File: config.mk
export PLATFORM = sky130hd
export DESIGN_NAME = differential_drive_odometry_flat
export DESIGN_NICKNAME = d
export VERILOG_FILES = /design/src/rtl/core/ddo_pkg.sv /design/src/rtl/core/ddo_if.sv /design/src/rtl/core/ddo_ctrl.sv /design/src/rtl/core/ddo_dp.sv /design/src/rtl/core/differential_drive_odometry.sv /design/src/flat_wrapper.sv
export SDC_FILE = /design/constraint.sdc
export NUM_CORES = 2
export LEC_CHECK = 0
export BUFFER_PORTS_ARGS = -buffer_cell sky130_fd_sc_hd__buf_2
export CAP_MARGIN = 10
export CORE_MARGIN = 8
export CORE_UTILIZATION = 41
export CTS_BUF_LIST = sky130_fd_sc_hd__clkbuf_16
export CTS_CLUSTER_DIAMETER = 50
export DETAILED_ROUTE_END_ITERATION = 10
export HOLD_SLACK_MARGIN = 0.08
export SLEW_MARGIN = 15
export SYNTH_ARGS = -nofsm -noshare
export SYNTH_HDL_FRONTEND = slang
export SYNTH_SLANG_ARGS = --single-unit
File: constraint.sdc
create_clock -name clk -period 10.4 [get_ports clk]
set_input_delay 0.52 -clock clk [delete_from_list [all_inputs] [get_ports clk]]
set_output_delay 0.52 -clock clk [all_outputs]
set_load 0.05 [all_outputs]
File: src/rtl/core/ddo_pkg.sv
package ddo_pkg;

  localparam int TRIG_BITS_DEF = 16;
  localparam int ATAN_ENTRIES = 24;
  localparam int MUL_AW = 66;
  localparam int MUL_BW = 33;
  localparam logic [33:0] CORDIC_X0 = 34'd652032874;

  localparam logic [31:0] LEFT_CM_RST = 32'd1585431;
  localparam logic [31:0] RIGHT_CM_RST = 32'd1580613;
  localparam logic [31:0] TURN_GAIN_RST = 32'd56168033;
  localparam logic [31:0] RPM_RST = 32'd460175067;

  typedef enum logic [1:0] {
    REG_LEFT_CM  = 2'd0,
    REG_RIGHT_CM = 2'd1,
    REG_TURN     = 2'd2,
    REG_RPM      = 2'd3
  } reg_idx_t;

  typedef enum logic [2:0] {
    OP_DL   = 3'd0,
    OP_DR   = 3'd1,
    OP_STEP = 3'd2,
    OP_LRPM = 3'd3,
    OP_RRPM = 3'd4,
    OP_X    = 3'd5,
    OP_Y    = 3'd6
  } op_t;

  typedef struct packed {
    logic load;
    logic mul_go;
    logic cordic_go;
    logic emit;
    op_t  op;
  } cmd_t;

  typedef struct packed {
    logic mul_done;
    logic cordic_done;
    logic out_busy;
  } status_t;

  function automatic logic [29:0] atan_val(input logic [4:0] i);
    logic [29:0] v;
    case (i)
      5'd0: v = 30'd536870912;
      5'd1: v = 30'd316933405;
      5'd2: v = 30'd167458907;
      5'd3: v = 30'd85004756;
      5'd4: v = 30'd42667331;
      5'd5: v = 30'd21354465;
      5'd6: v = 30'd10679838;
      5'd7: v = 30'd5340245;
      5'd8: v = 30'd2670163;
      5'd9: v = 30'd1335087;
      5'd10: v = 30'd667544;
      5'd11: v = 30'd333772;
      5'd12: v = 30'd166886;
      5'd13: v = 30'd83443;
      5'd14: v = 30'd41722;
      5'd15: v = 30'd20861;
      5'd16: v = 30'd10430;
      5'd17: v = 30'd5215;
      5'd18: v = 30'd2608;
      5'd19: v = 30'd1304;
      5'd20: v = 30'd652;
      5'd21: v = 30'd326;
      5'd22: v = 30'd163;
      5'd23: v = 30'd81;
      default: v = 30'd0;
    endcase
    return v;
  endfunction

endpackage

File: src/rtl/core/ddo_if.sv
interface ddo_sample_if;
  logic        valid;
  logic        ready;
  logic [15:0] left_count;
  logic [31:0] right_count;
  modport source (output valid, left_count, right_count, input ready);
  modport sink (input valid, left_count, right_count, output ready);
endinterface

interface ddo_result_if;
  logic               valid;
  logic               ready;
  logic signed [16:0] left_delta;
  logic signed [31:0] right_delta;
  logic signed [31:0] left_rpm;
  logic signed [31:0] right_rpm;
  logic signed [31:0] heading;
  logic signed [31:0] pos_x_out;
  logic signed [31:0] pos_y_out;
  modport source (output valid, left_delta, right_delta, left_rpm, right_rpm, heading,
                  pos_x_out, pos_y_out, input ready);
  modport sink (input valid, left_delta, right_delta, left_rpm, right_rpm, heading,
                pos_x_out, pos_y_out, output ready);
endinterface

File: src/rtl/core/ddo_ctrl.sv
module ddo_ctrl (
  input  logic             clk,
  input  logic             rst,
  input  logic             in_valid,
  output logic             in_ready,
  input  ddo_pkg::status_t status,
  output ddo_pkg::cmd_t    cmd
);
  import ddo_pkg::*;

  typedef enum logic [2:0] {
    S_IDLE, S_MGO, S_MWAIT, S_CGO, S_CWAIT, S_EMIT
  } state_t;

  state_t state;
  op_t    op;

  always_comb begin
    in_ready      = (state == S_IDLE);
    cmd.load      = in_ready && in_valid;
    cmd.mul_go    = (state == S_MGO);
    cmd.cordic_go = (state == S_CGO);
    cmd.emit      = (state == S_EMIT) && !status.out_busy;
    cmd.op        = op;
  end

  always_ff @(posedge clk) begin
    if (rst) begin
      state <= S_IDLE;
      op    <= OP_DL;
    end else begin
      case (state)
        S_IDLE: if (in_valid) begin
          state <= S_MGO;
          op    <= OP_DL;
        end
        S_MGO: state <= S_MWAIT;
        S_MWAIT: if (status.mul_done) begin
          if (op == OP_RRPM) begin
            state <= S_CGO;
          end else if (op == OP_Y) begin
            state <= S_EMIT;
          end else begin
            state <= S_MGO;
            op    <= op_t'(op + 3'd1);
          end
        end
        S_CGO: state <= S_CWAIT;
        S_CWAIT: if (status.cordic_done) begin
          state <= S_MGO;
          op    <= OP_X;
        end
        S_EMIT: if (!status.out_busy) begin
          state <= S_IDLE;
        end
        default: state <= S_IDLE;
      endcase
    end
  end

endmodule

File: src/rtl/core/ddo_dp.sv
module ddo_dp #(
  parameter int TRIG_BITS = ddo_pkg::TRIG_BITS_DEF
) (
  input  logic             clk,
  input  logic             rst,
  input  ddo_pkg::cmd_t    cmd,
  output ddo_pkg::status_t status,
  input  logic [15:0]      left_count,
  input  logic [31:0]      right_count,
  input  logic [31:0]      left_cm,
  input  logic [31:0]      right_cm,
  input  logic [31:0]      turn_gain,
  input  logic [31:0]      rpm_gain,
  ddo_result_if.source     result
);
  import ddo_pkg::*;

  localparam int NITER = (TRIG_BITS > ATAN_ENTRIES) ? ATAN_ENTRIES : TRIG_BITS;

  logic [15:0]        prev_left;
  logic [31:0]        prev_right;
  logic [31:0]        angle;
  logic [31:0]        x_acc;
  logic [31:0]        y_acc;
  logic signed [16:0] dleft;
  logic signed [31:0] dright;
  logic signed [47:0] dl;
  logic signed [47:0] dr;
  logic signed [31:0] lrpm;
  logic signed [31:0] rrpm;
  logic signed [15:0] sn;
  logic signed [15:0] cs;

  logic [15:0] d16;
  logic [31:0] d32;
  always_comb begin
    d16 = left_count - prev_left;
    d32 = right_count - prev_right;
  end

  logic signed [MUL_AW-1:0] acc;
  logic signed [MUL_AW-1:0] a_sh;
  logic signed [MUL_BW-1:0] b_sh;
  logic [5:0]               mcnt;
  logic                     mbusy;
  logic                     mdone;

  logic signed [MUL_AW-1:0] a_sel;
  logic signed [MUL_BW-1:0] b_sel;
  logic signed [47:0]       dc;
  logic signed [48:0]       ddiff;

  always_comb begin
    dc    = 48'((49'(dl) + 49'(dr)) >>> 1);
    ddiff = 49'(dl) - 49'(dr);
    case (cmd.op)
      OP_DL: begin
        a_sel = MUL_AW'(dleft);
        b_sel = {1'b0, left_cm};
      end
      OP_DR: begin
        a_sel = MUL_AW'(dright);
        b_sel = {1'b0, right_cm};
      end
      OP_STEP: begin
        a_sel = MUL_AW'(ddiff);
        b_sel = {1'b0, turn_gain};
      end
      OP_LRPM: begin
        a_sel = MUL_AW'(dleft);
        b_sel = {1'b0, rpm_gain};
      end
      OP_RRPM: begin
        a_sel = MUL_AW'(dright);
        b_sel = {1'b0, rpm_gain};
      end
      OP_X: begin
        a_sel = MUL_AW'(dc);
        b_sel = MUL_BW'(sn);
      end
      OP_Y: begin
        a_sel = MUL_AW'(dc);
        b_sel = MUL_BW'(cs);
      end
      default: begin
        a_sel = '0;
        b_sel = '0;
      end
    endcase
  end

  logic signed [MUL_AW-1:0] addend;
  always_comb begin
    if (!b_sh[0]) begin
      addend = '0;
    end else if (mcnt == 6'(MUL_BW - 1)) begin
      addend = -a_sh;
    end else begin
      addend = a_sh;
    end
  end

  always_ff @(posedge clk) begin
    if (rst) begin
      mbusy <= 1'b0;
      mdone <= 1'b0;
    end else begin
      mdone <= 1'b0;
      if (cmd.mul_go) begin
        mbusy <= 1'b1;
      end else if (mbusy && mcnt == 6'(MUL_BW - 1)) begin
        mbusy <= 1'b0;
        mdone <= 1'b1;
      end
    end
    if (cmd.mul_go) begin
      acc  <= '0;
      a_sh <= a_sel;
      b_sh <= b_sel;
      mcnt <= '0;
    end else if (mbusy) begin
      acc  <= acc + addend;
      a_sh <= a_sh <<< 1;
      b_sh <= b_sh >>> 1;
      mcnt <= mcnt + 6'd1;
    end
  end

  logic signed [MUL_AW-1:0] r16;
  logic signed [MUL_AW-1:0] r15;
  logic signed [MUL_AW-1:0] rnd16;
  logic signed [31:0]       sat16;
  always_comb begin
    r16   = acc + MUL_AW'(32768);
    r15   = acc + MUL_AW'(16384);
    rnd16 = r16 >>> 16;
    if (rnd16 > MUL_AW'(64'sh7FFF_FFFF)) begin
      sat16 = 32'sh7FFF_FFFF;
    end else if (rnd16 < -MUL_AW'(64'sh8000_0000)) begin
      sat16 = 32'sh8000_0000;
    end else begin
      sat16 = rnd16[31:0];
    end
  end

  logic signed [33:0] cx;
  logic signed [33:0] cy;
  logic signed [33:0] cz;
  logic               flip;
  logic [4:0]         ccnt;
  logic               cbusy;
  logic               cdone;
  logic [31:0]        a_rot;
  logic [31:0]        a_flip;
  logic signed [33:0] dxs;
  logic signed [33:0] dys;
  logic signed [33:0] atn;

  always_comb begin
    a_rot  = angle + 32'h4000_0000;
    a_flip = a_rot[31] ? angle + 32'h8000_0000 : angle;
    dxs    = cy >>> ccnt;
    dys    = cx >>> ccnt;
    atn    = 34'(atan_val(ccnt));
  end

  function automatic logic signed [15:0] trig_q15(input logic signed [33:0] v,
                                                  input logic neg);
    logic signed [33:0] r;
    logic signed [33:0] n;
    r = (v + 34'sd16384) >>> 15;
    n = neg ? -r : r;
    if (n > 34'sd32767) begin
      return 16'sh7FFF;
    end else if (n < -34'sd32768) begin
      return 16'sh8000;
    end
    return n[15:0];
  endfunction

  always_ff @(posedge clk) begin
    if (rst) begin
      cbusy <= 1'b0;
      cdone <= 1'b0;
    end else begin
      cdone <= 1'b0;
      if (cmd.cordic_go) begin
        cbusy <= 1'b1;
      end else if (cbusy && ccnt == 5'(NITER - 1)) begin
        cbusy <= 1'b0;
        cdone <= 1'b1;
      end
    end
    if (cmd.cordic_go) begin
      cx   <= CORDIC_X0;
      cy   <= '0;
      cz   <= 34'($signed(a_flip));
      flip <= a_rot[31];
      ccnt <= '0;
    end else if (cbusy) begin
      if (!cz[33]) begin
        cx <= cx - dxs;
        cy <= cy + dys;
        cz <= cz - atn;
      end else begin
        cx <= cx + dxs;
        cy <= cy - dys;
        cz <= cz + atn;
      end
      ccnt <= ccnt + 5'd1;
    end
    if (cdone) begin
      sn <= trig_q15(cy, flip);
      cs <= trig_q15(cx, flip);
    end
  end

  always_ff @(posedge clk) begin
    if (rst) begin
      prev_left    <= '0;
      prev_right   <= '0;
      angle        <= '0;
      x_acc        <= '0;
      y_acc        <= '0;
      result.valid <= 1'b0;
    end else begin
      if (cmd.load) begin
        prev_left  <= left_count;
        prev_right <= right_count;
        dleft      <= -$signed({d16[15], d16});
        dright     <= $signed(d32);
      end
      if (mdone) begin
        case (cmd.op)
          OP_DL: dl <= rnd16[47:0];
          OP_DR: dr <= rnd16[47:0];
          OP_STEP: angle <= angle + r16[47:16];
          OP_LRPM: lrpm <= sat16;
          OP_RRPM: rrpm <= sat16;
          OP_X: x_acc <= x_acc + r15[46:15];
          OP_Y: y_acc <= y_acc + r15[46:15];
          default: ;
        endcase
      end
      if (cmd.emit) begin
        result.valid <= 1'b1;
      end else if (result.ready) begin
        result.valid <= 1'b0;
      end
    end
    if (cmd.emit) begin
      result.left_delta  <= dleft;
      result.right_delta <= dright;
      result.left_rpm    <= lrpm;
      result.right_rpm   <= rrpm;
      result.heading     <= $signed(angle);
      result.pos_x_out   <= $signed(x_acc);
      result.pos_y_out   <= $signed(y_acc);
    end
  end

  always_comb begin
    status.mul_done    = mdone;
    status.cordic_done = cdone;
    status.out_busy    = result.valid && !result.ready;
  end

endmodule

File: src/rtl/core/differential_drive_odometry.sv
// Dead-reckoning odometry for a differential-drive base.
// The sample channel carries one beat per tick with the raw 16-bit left and
// 32-bit right quadrature counter readings. The result channel returns one
// beat per sample with the wheel deltas, the wheel speeds in rpm, the heading
// as a binary angle and the x and y position in Q16.16 cm.
// The four gains are written over the APB port; the user must write them only
// while the block is idle, as the block itself does not enforce it. Writes
// complete without wait states and reads return the stored values.
// One sample is processed at a time. A shared shift-add multiplier handles
// seven products one after another, and the CORDIC takes TRIG_BITS
// iterations, at most 24. The next sample is accepted only once the result of
// the last one has been loaded into the output register.
// Reset clears the previous readings, the heading and the position, and
// loads the default gains.
// The result is held in an output register. If the receiver stalls, the
// block still accepts and processes the next sample and waits with it until
// the held result has been taken.
module differential_drive_odometry #(
  parameter int TRIG_BITS = ddo_pkg::TRIG_BITS_DEF
) (
  input  logic        clk,
  input  logic        rst,
  ddo_sample_if.sink  sample,
  ddo_result_if.source result,
  input  logic        psel,
  input  logic        penable,
  input  logic        pwrite,
  input  logic [3:0]  paddr,
  input  logic [31:0] pwdata,
  output logic [31:0] prdata,
  output logic        pready
);
  import ddo_pkg::*;

  logic [31:0] left_cm;
  logic [31:0] right_cm;
  logic [31:0] turn_gain;
  logic [31:0] rpm_gain;
  reg_idx_t    ridx;
  cmd_t        cmd;
  status_t     status;

  assign pready = 1'b1;
  assign ridx   = reg_idx_t'(paddr[3:2]);

  always_ff @(posedge clk) begin
    if (rst) begin
      left_cm   <= LEFT_CM_RST;
      right_cm  <= RIGHT_CM_RST;
      turn_gain <= TURN_GAIN_RST;
      rpm_gain  <= RPM_RST;
    end else if (psel && penable && pwrite) begin
      case (ridx)
        REG_LEFT_CM: left_cm <= pwdata;
        REG_RIGHT_CM: right_cm <= pwdata;
        REG_TURN: turn_gain <= pwdata;
        REG_RPM: rpm_gain <= pwdata;
        default: ;
      endcase
    end
  end

  always_comb begin
    case (ridx)
      REG_LEFT_CM: prdata = left_cm;
      REG_RIGHT_CM: prdata = right_cm;
      REG_TURN: prdata = turn_gain;
      REG_RPM: prdata = rpm_gain;
      default: prdata = '0;
    endcase
  end

  ddo_ctrl u_ctrl (
    .clk      (clk),
    .rst      (rst),
    .in_valid (sample.valid),
    .in_ready (sample.ready),
    .status   (status),
    .cmd      (cmd)
  );

  ddo_dp #(
    .TRIG_BITS (TRIG_BITS)
  ) u_dp (
    .clk         (clk),
    .rst         (rst),
    .cmd         (cmd),
    .status      (status),
    .left_count  (sample.left_count),
    .right_count (sample.right_count),
    .left_cm     (left_cm),
    .right_cm    (right_cm),
    .turn_gain   (turn_gain),
    .rpm_gain    (rpm_gain),
    .result      (result)
  );

endmodule

File: src/flat_wrapper.sv
// flat-port wrapper written by rule: the top's interface ports become plain ports
module differential_drive_odometry_flat import ddo_pkg::*;
#(
  parameter int TRIG_BITS = ddo_pkg::TRIG_BITS_DEF
)
  (clk, rst, psel, penable, pwrite, paddr, pwdata, prdata, pready, sample_valid, sample_left_count, sample_right_count, sample_ready, result_valid, result_left_delta, result_right_delta, result_left_rpm, result_right_rpm, result_heading, result_pos_x_out, result_pos_y_out, result_ready);
  ddo_sample_if sample_i ();
  ddo_result_if result_i ();
  input  logic clk;
  input  logic rst;
  input  logic psel;
  input  logic penable;
  input  logic pwrite;
  input  logic [3:0] paddr;
  input  logic [31:0] pwdata;
  output logic [31:0] prdata;
  output logic pready;
  input wire logic [$bits(sample_i.valid)-1:0] sample_valid;
  input wire logic [$bits(sample_i.left_count)-1:0] sample_left_count;
  input wire logic [$bits(sample_i.right_count)-1:0] sample_right_count;
  output wire logic [$bits(sample_i.ready)-1:0] sample_ready;
  output wire logic [$bits(result_i.valid)-1:0] result_valid;
  output wire logic [$bits(result_i.left_delta)-1:0] result_left_delta;
  output wire logic [$bits(result_i.right_delta)-1:0] result_right_delta;
  output wire logic [$bits(result_i.left_rpm)-1:0] result_left_rpm;
  output wire logic [$bits(result_i.right_rpm)-1:0] result_right_rpm;
  output wire logic [$bits(result_i.heading)-1:0] result_heading;
  output wire logic [$bits(result_i.pos_x_out)-1:0] result_pos_x_out;
  output wire logic [$bits(result_i.pos_y_out)-1:0] result_pos_y_out;
  input wire logic [$bits(result_i.ready)-1:0] result_ready;
  assign sample_i.valid = sample_valid;
  assign sample_i.left_count = sample_left_count;
  assign sample_i.right_count = sample_right_count;
  assign sample_ready = sample_i.ready;
  assign result_valid = result_i.valid;
  assign result_left_delta = result_i.left_delta;
  assign result_right_delta = result_i.right_delta;
  assign result_left_rpm = result_i.left_rpm;
  assign result_right_rpm = result_i.right_rpm;
  assign result_heading = result_i.heading;
  assign result_pos_x_out = result_i.pos_x_out;
  assign result_pos_y_out = result_i.pos_y_out;
  assign result_i.ready = result_ready;
  differential_drive_odometry #(.TRIG_BITS(TRIG_BITS)) u_core (.clk(clk), .rst(rst), .sample(sample_i), .result(result_i), .psel(psel), .penable(penable), .pwrite(pwrite), .paddr(paddr), .pwdata(pwdata), .prdata(prdata), .pready(pready));
endmodule
==> reports/metrics.yaml <==
grt_usage: 0.2436
fin_crit_ps: 7817
setup_viol: 0
portBuffers: 331
seq_area_um2: 26720
status: "finished clean"
multi_input_area_um2: 41790
r2r-start: "u_core.u_dp.ccnt[1]"
cts_resized: 0
grt.met1_usage: 0.3244
r2r_cells: 23
grt-ovfl-total: 0
ys_warn_count: 0
preCtsSetupSlack_ps: 2796
synth_edf_count: 584
crit_path_max_incr_delay_ps: 970
drive_gt1_frac: 0.1120
cts_sinks: 1042
synth-seq-cells: 1042
min_from: "rst"
stdcell_count: 10640
dieArea_um2: 188100
period_share: 0.7517
crit_fanout: 80
drt_iter0_drc: 5924
grt_max_degree: 81
die_w_um: 433.7
fin_skew_ps: 50.06
slowest_stage: "nor4b_1"
maxSlewHeadroom: 0.1937
via_count: 62440
synth.top_cells.by_area: "edfxtp_1, dfxtp_1, ha_1"
fp.dieH_um: 433.7
grtUsageMet2: 0.3846
synth_common_cells: "nand2_1, a21oi_1, nor2_1"
arrival_ps: 8480
drtPass1Iterations: 11
worst_ep_required_time_ps: 11060
synth.most_common_cell: "nand2_1"
hold_violations: 0
timing.fmax_ghz: 0.1279
syn-num-nets: 8532
numCtsBuffers: 142
ys_seq_area_frac: 0.3734
hold_buffers: 80
grt_pass1_wl_um: 360800
setup_ws_ps: 2583
path_clk_slew_ps: 60
synthesis.area_um2: 71530
critical_path_buf_inv_count: 1
worst-path-stages: 23
grtUsageMet3: 0.04261
r2r_setup_slack_ps: 2580
cap_violations: 0
busiest_layer: "met2"
fp.coreArea_um2: 173600
cts_tree: "built"
ys_types: 98
grt_antenna_before_repair: 9
crit_path_start: "u_core.u_dp.ccnt[1]"
fillers: 16540
cp-end-kind: "flop"
initial_utilization: 0.4119
crit_path_start_kind: "flop"
syn_to_final_growth_pct: 12.82
syn_inst: 8004
viasPerCell: 5.868
fin_tns_setup_ps: 0
power_mw: 21.55
grt_pass1_vias: 59260
grt_setup_unrepaired: "false"
slew_viol_final: 0
drc: 0
wire_per_inst_um: 22.55
ctsHtreeMaxLevel: 4
clockBufferDepth: 3
post-dp-hpwl_um: 177300
tightestPinTransition_ps: 1203
drt-total-wl_um: 239900
crit_type: "reg2reg"
cp_cell_sequence: "buf_12 > mux4_2 > mux2i_1 > a21oi_1 > a211oi_1 > nand4_1 > nor4b_1 > nand2_1 > nor2_1 > nor2_1 > xor2_1 > ha_1 > a21oi_1 > o21ai_0 > a21o_1 > or4_1 > o21ai_0 > o21ai_0 > a41o_1 > o41ai_1 > xnor2_1 > a211oi_1 > a31o_1"
clock_latency_ps: 800
netlist.area_leader.share: 0.2452
syn_area_per_cell_um2: 8.936
peakVddDrop_mv: 0.3996
fp-row-count: 153
place.gp.congestion: 0.9491
yosys_most_used_dff: "edfxtp_1"
cts_setup_buffers: 0
hold_class: "in2reg"
ios: 335
final_nets: 8717
crit_family: "compound AO/OA/AOI/OAI gates"
ant_nets: 0
cpMostUsedCell: "o21ai_0"
dp_cells: 10290
hold_path_depth: 2
cts_root_buffer: "clkbuf_16"
power.density_nw_per_um2: 267.0
synthArstFlopShare: 0
cellLeakagePower_nw: 31.62
yosysTopAreaCell: "edfxtp_1"
-- power by group --
part | leakage, nW | internal (mW) | switching [mW]
Clock | 2.41 | 2.83 | 2.04
Sequential | 9.11 | 4.97 | 0.851
Combinational | 20.1 | 4.33 | 6.52
Total | 31.6 | 12.1 | 9.41
-- layout by cell type, fill, tap and decap left out, drive strengths merged, types with 104 or more instances in the layout --
cell,n
mux4,114
and2,104
a21oi,739
inv,368
mux2i,154
xnor2,428
nand2,1009
nor2,586
a21o,172
nand3,211
o21ai,445
dfxtp,458
nor3,151
buf,436
xor2,221
ha,426
clkbuf,146
edfxtp,584
-- routing by layer --
layer  vias up  share of wire
met4         6          0.053
met2      2354           0.45
met1     30010           0.43
li1      29560              -
met5         -        0.00016
met3       511          0.074
-- area by class of cell --
| type | count | area share |
|---|---|---|
| repair buffers | 517 | 0.04058 |
| clock inverters | 121 | 0.01426 |
| inverters | 323 | 0.01506 |
| flip-flops and latches | 1042 | 0.3311 |
| clock buffers | 145 | 0.04496 |
| well taps | 2325 | 0.03605 |
| multi-input cells | 6163 | 0.5178 |
| diodes | 5 | 0.0001550 |
-- flip-flops by register name (all words and copies together) (netlist names), 33 cells and up --
| signal | cells |
|---|---|
| u_core.u_dp.a_sh | 66 |
| u_core.u_dp.dr | 48 |
| u_core.u_dp.b_sh | 33 |
| u_core.u_dp.cy | 34 |
| u_core.u_dp.dl | 48 |
| u_core.u_dp.cx | 34 |
| u_core.u_dp.acc | 66 |
| u_core.u_dp.cz | 34 |
-- logic make-up (layout without fill, tap and decap cells) --
logic type | after synthesis | count (layout) | share of synthesized area
other | 1 | 6 | 0.00005243
AND/OR/NAND/NOR | 2559 | 2559 | 0.1647
XOR/XNOR | 649 | 649 | 0.07947
flip-flops | 1042 | 1042 | 0.3734
AO/OA/AOI/OAI | 2205 | 2205 | 0.1960
multiplexers | 312 | 312 | 0.06476
buffers and inverters | 799 | 1106 | 0.04406
adder cells (fa/ha/maj) | 437 | 437 | 0.07760
-- metrics by stage --
| step | utilization | cell area, um2 | hold slack [ps] |
|---|---|---|---|
| after floorplan | - | 71530 | 400.3 |
| after global placement | 0.4325 | 75100 | 403.1 |
| after detailed placement | 0.4325 | 75100 | 404.5 |
| after CTS | 0.4647 | 80680 | 129.0 |
| after global routing | 0.4647 | 80690 | 171.8 |
| final | 0.4648 | 80700 | 198.0 |
-- worst paths after layout --
check,endpoint
min,u_core.u_dp.result.valid
max reg2reg,u_core.u_dp.cy[33]
min reg2reg,u_core.u_dp.result.right_rpm[12]
max,u_core.u_dp.cy[33]
No activity file was read; power rests on OpenSTA's default activity.
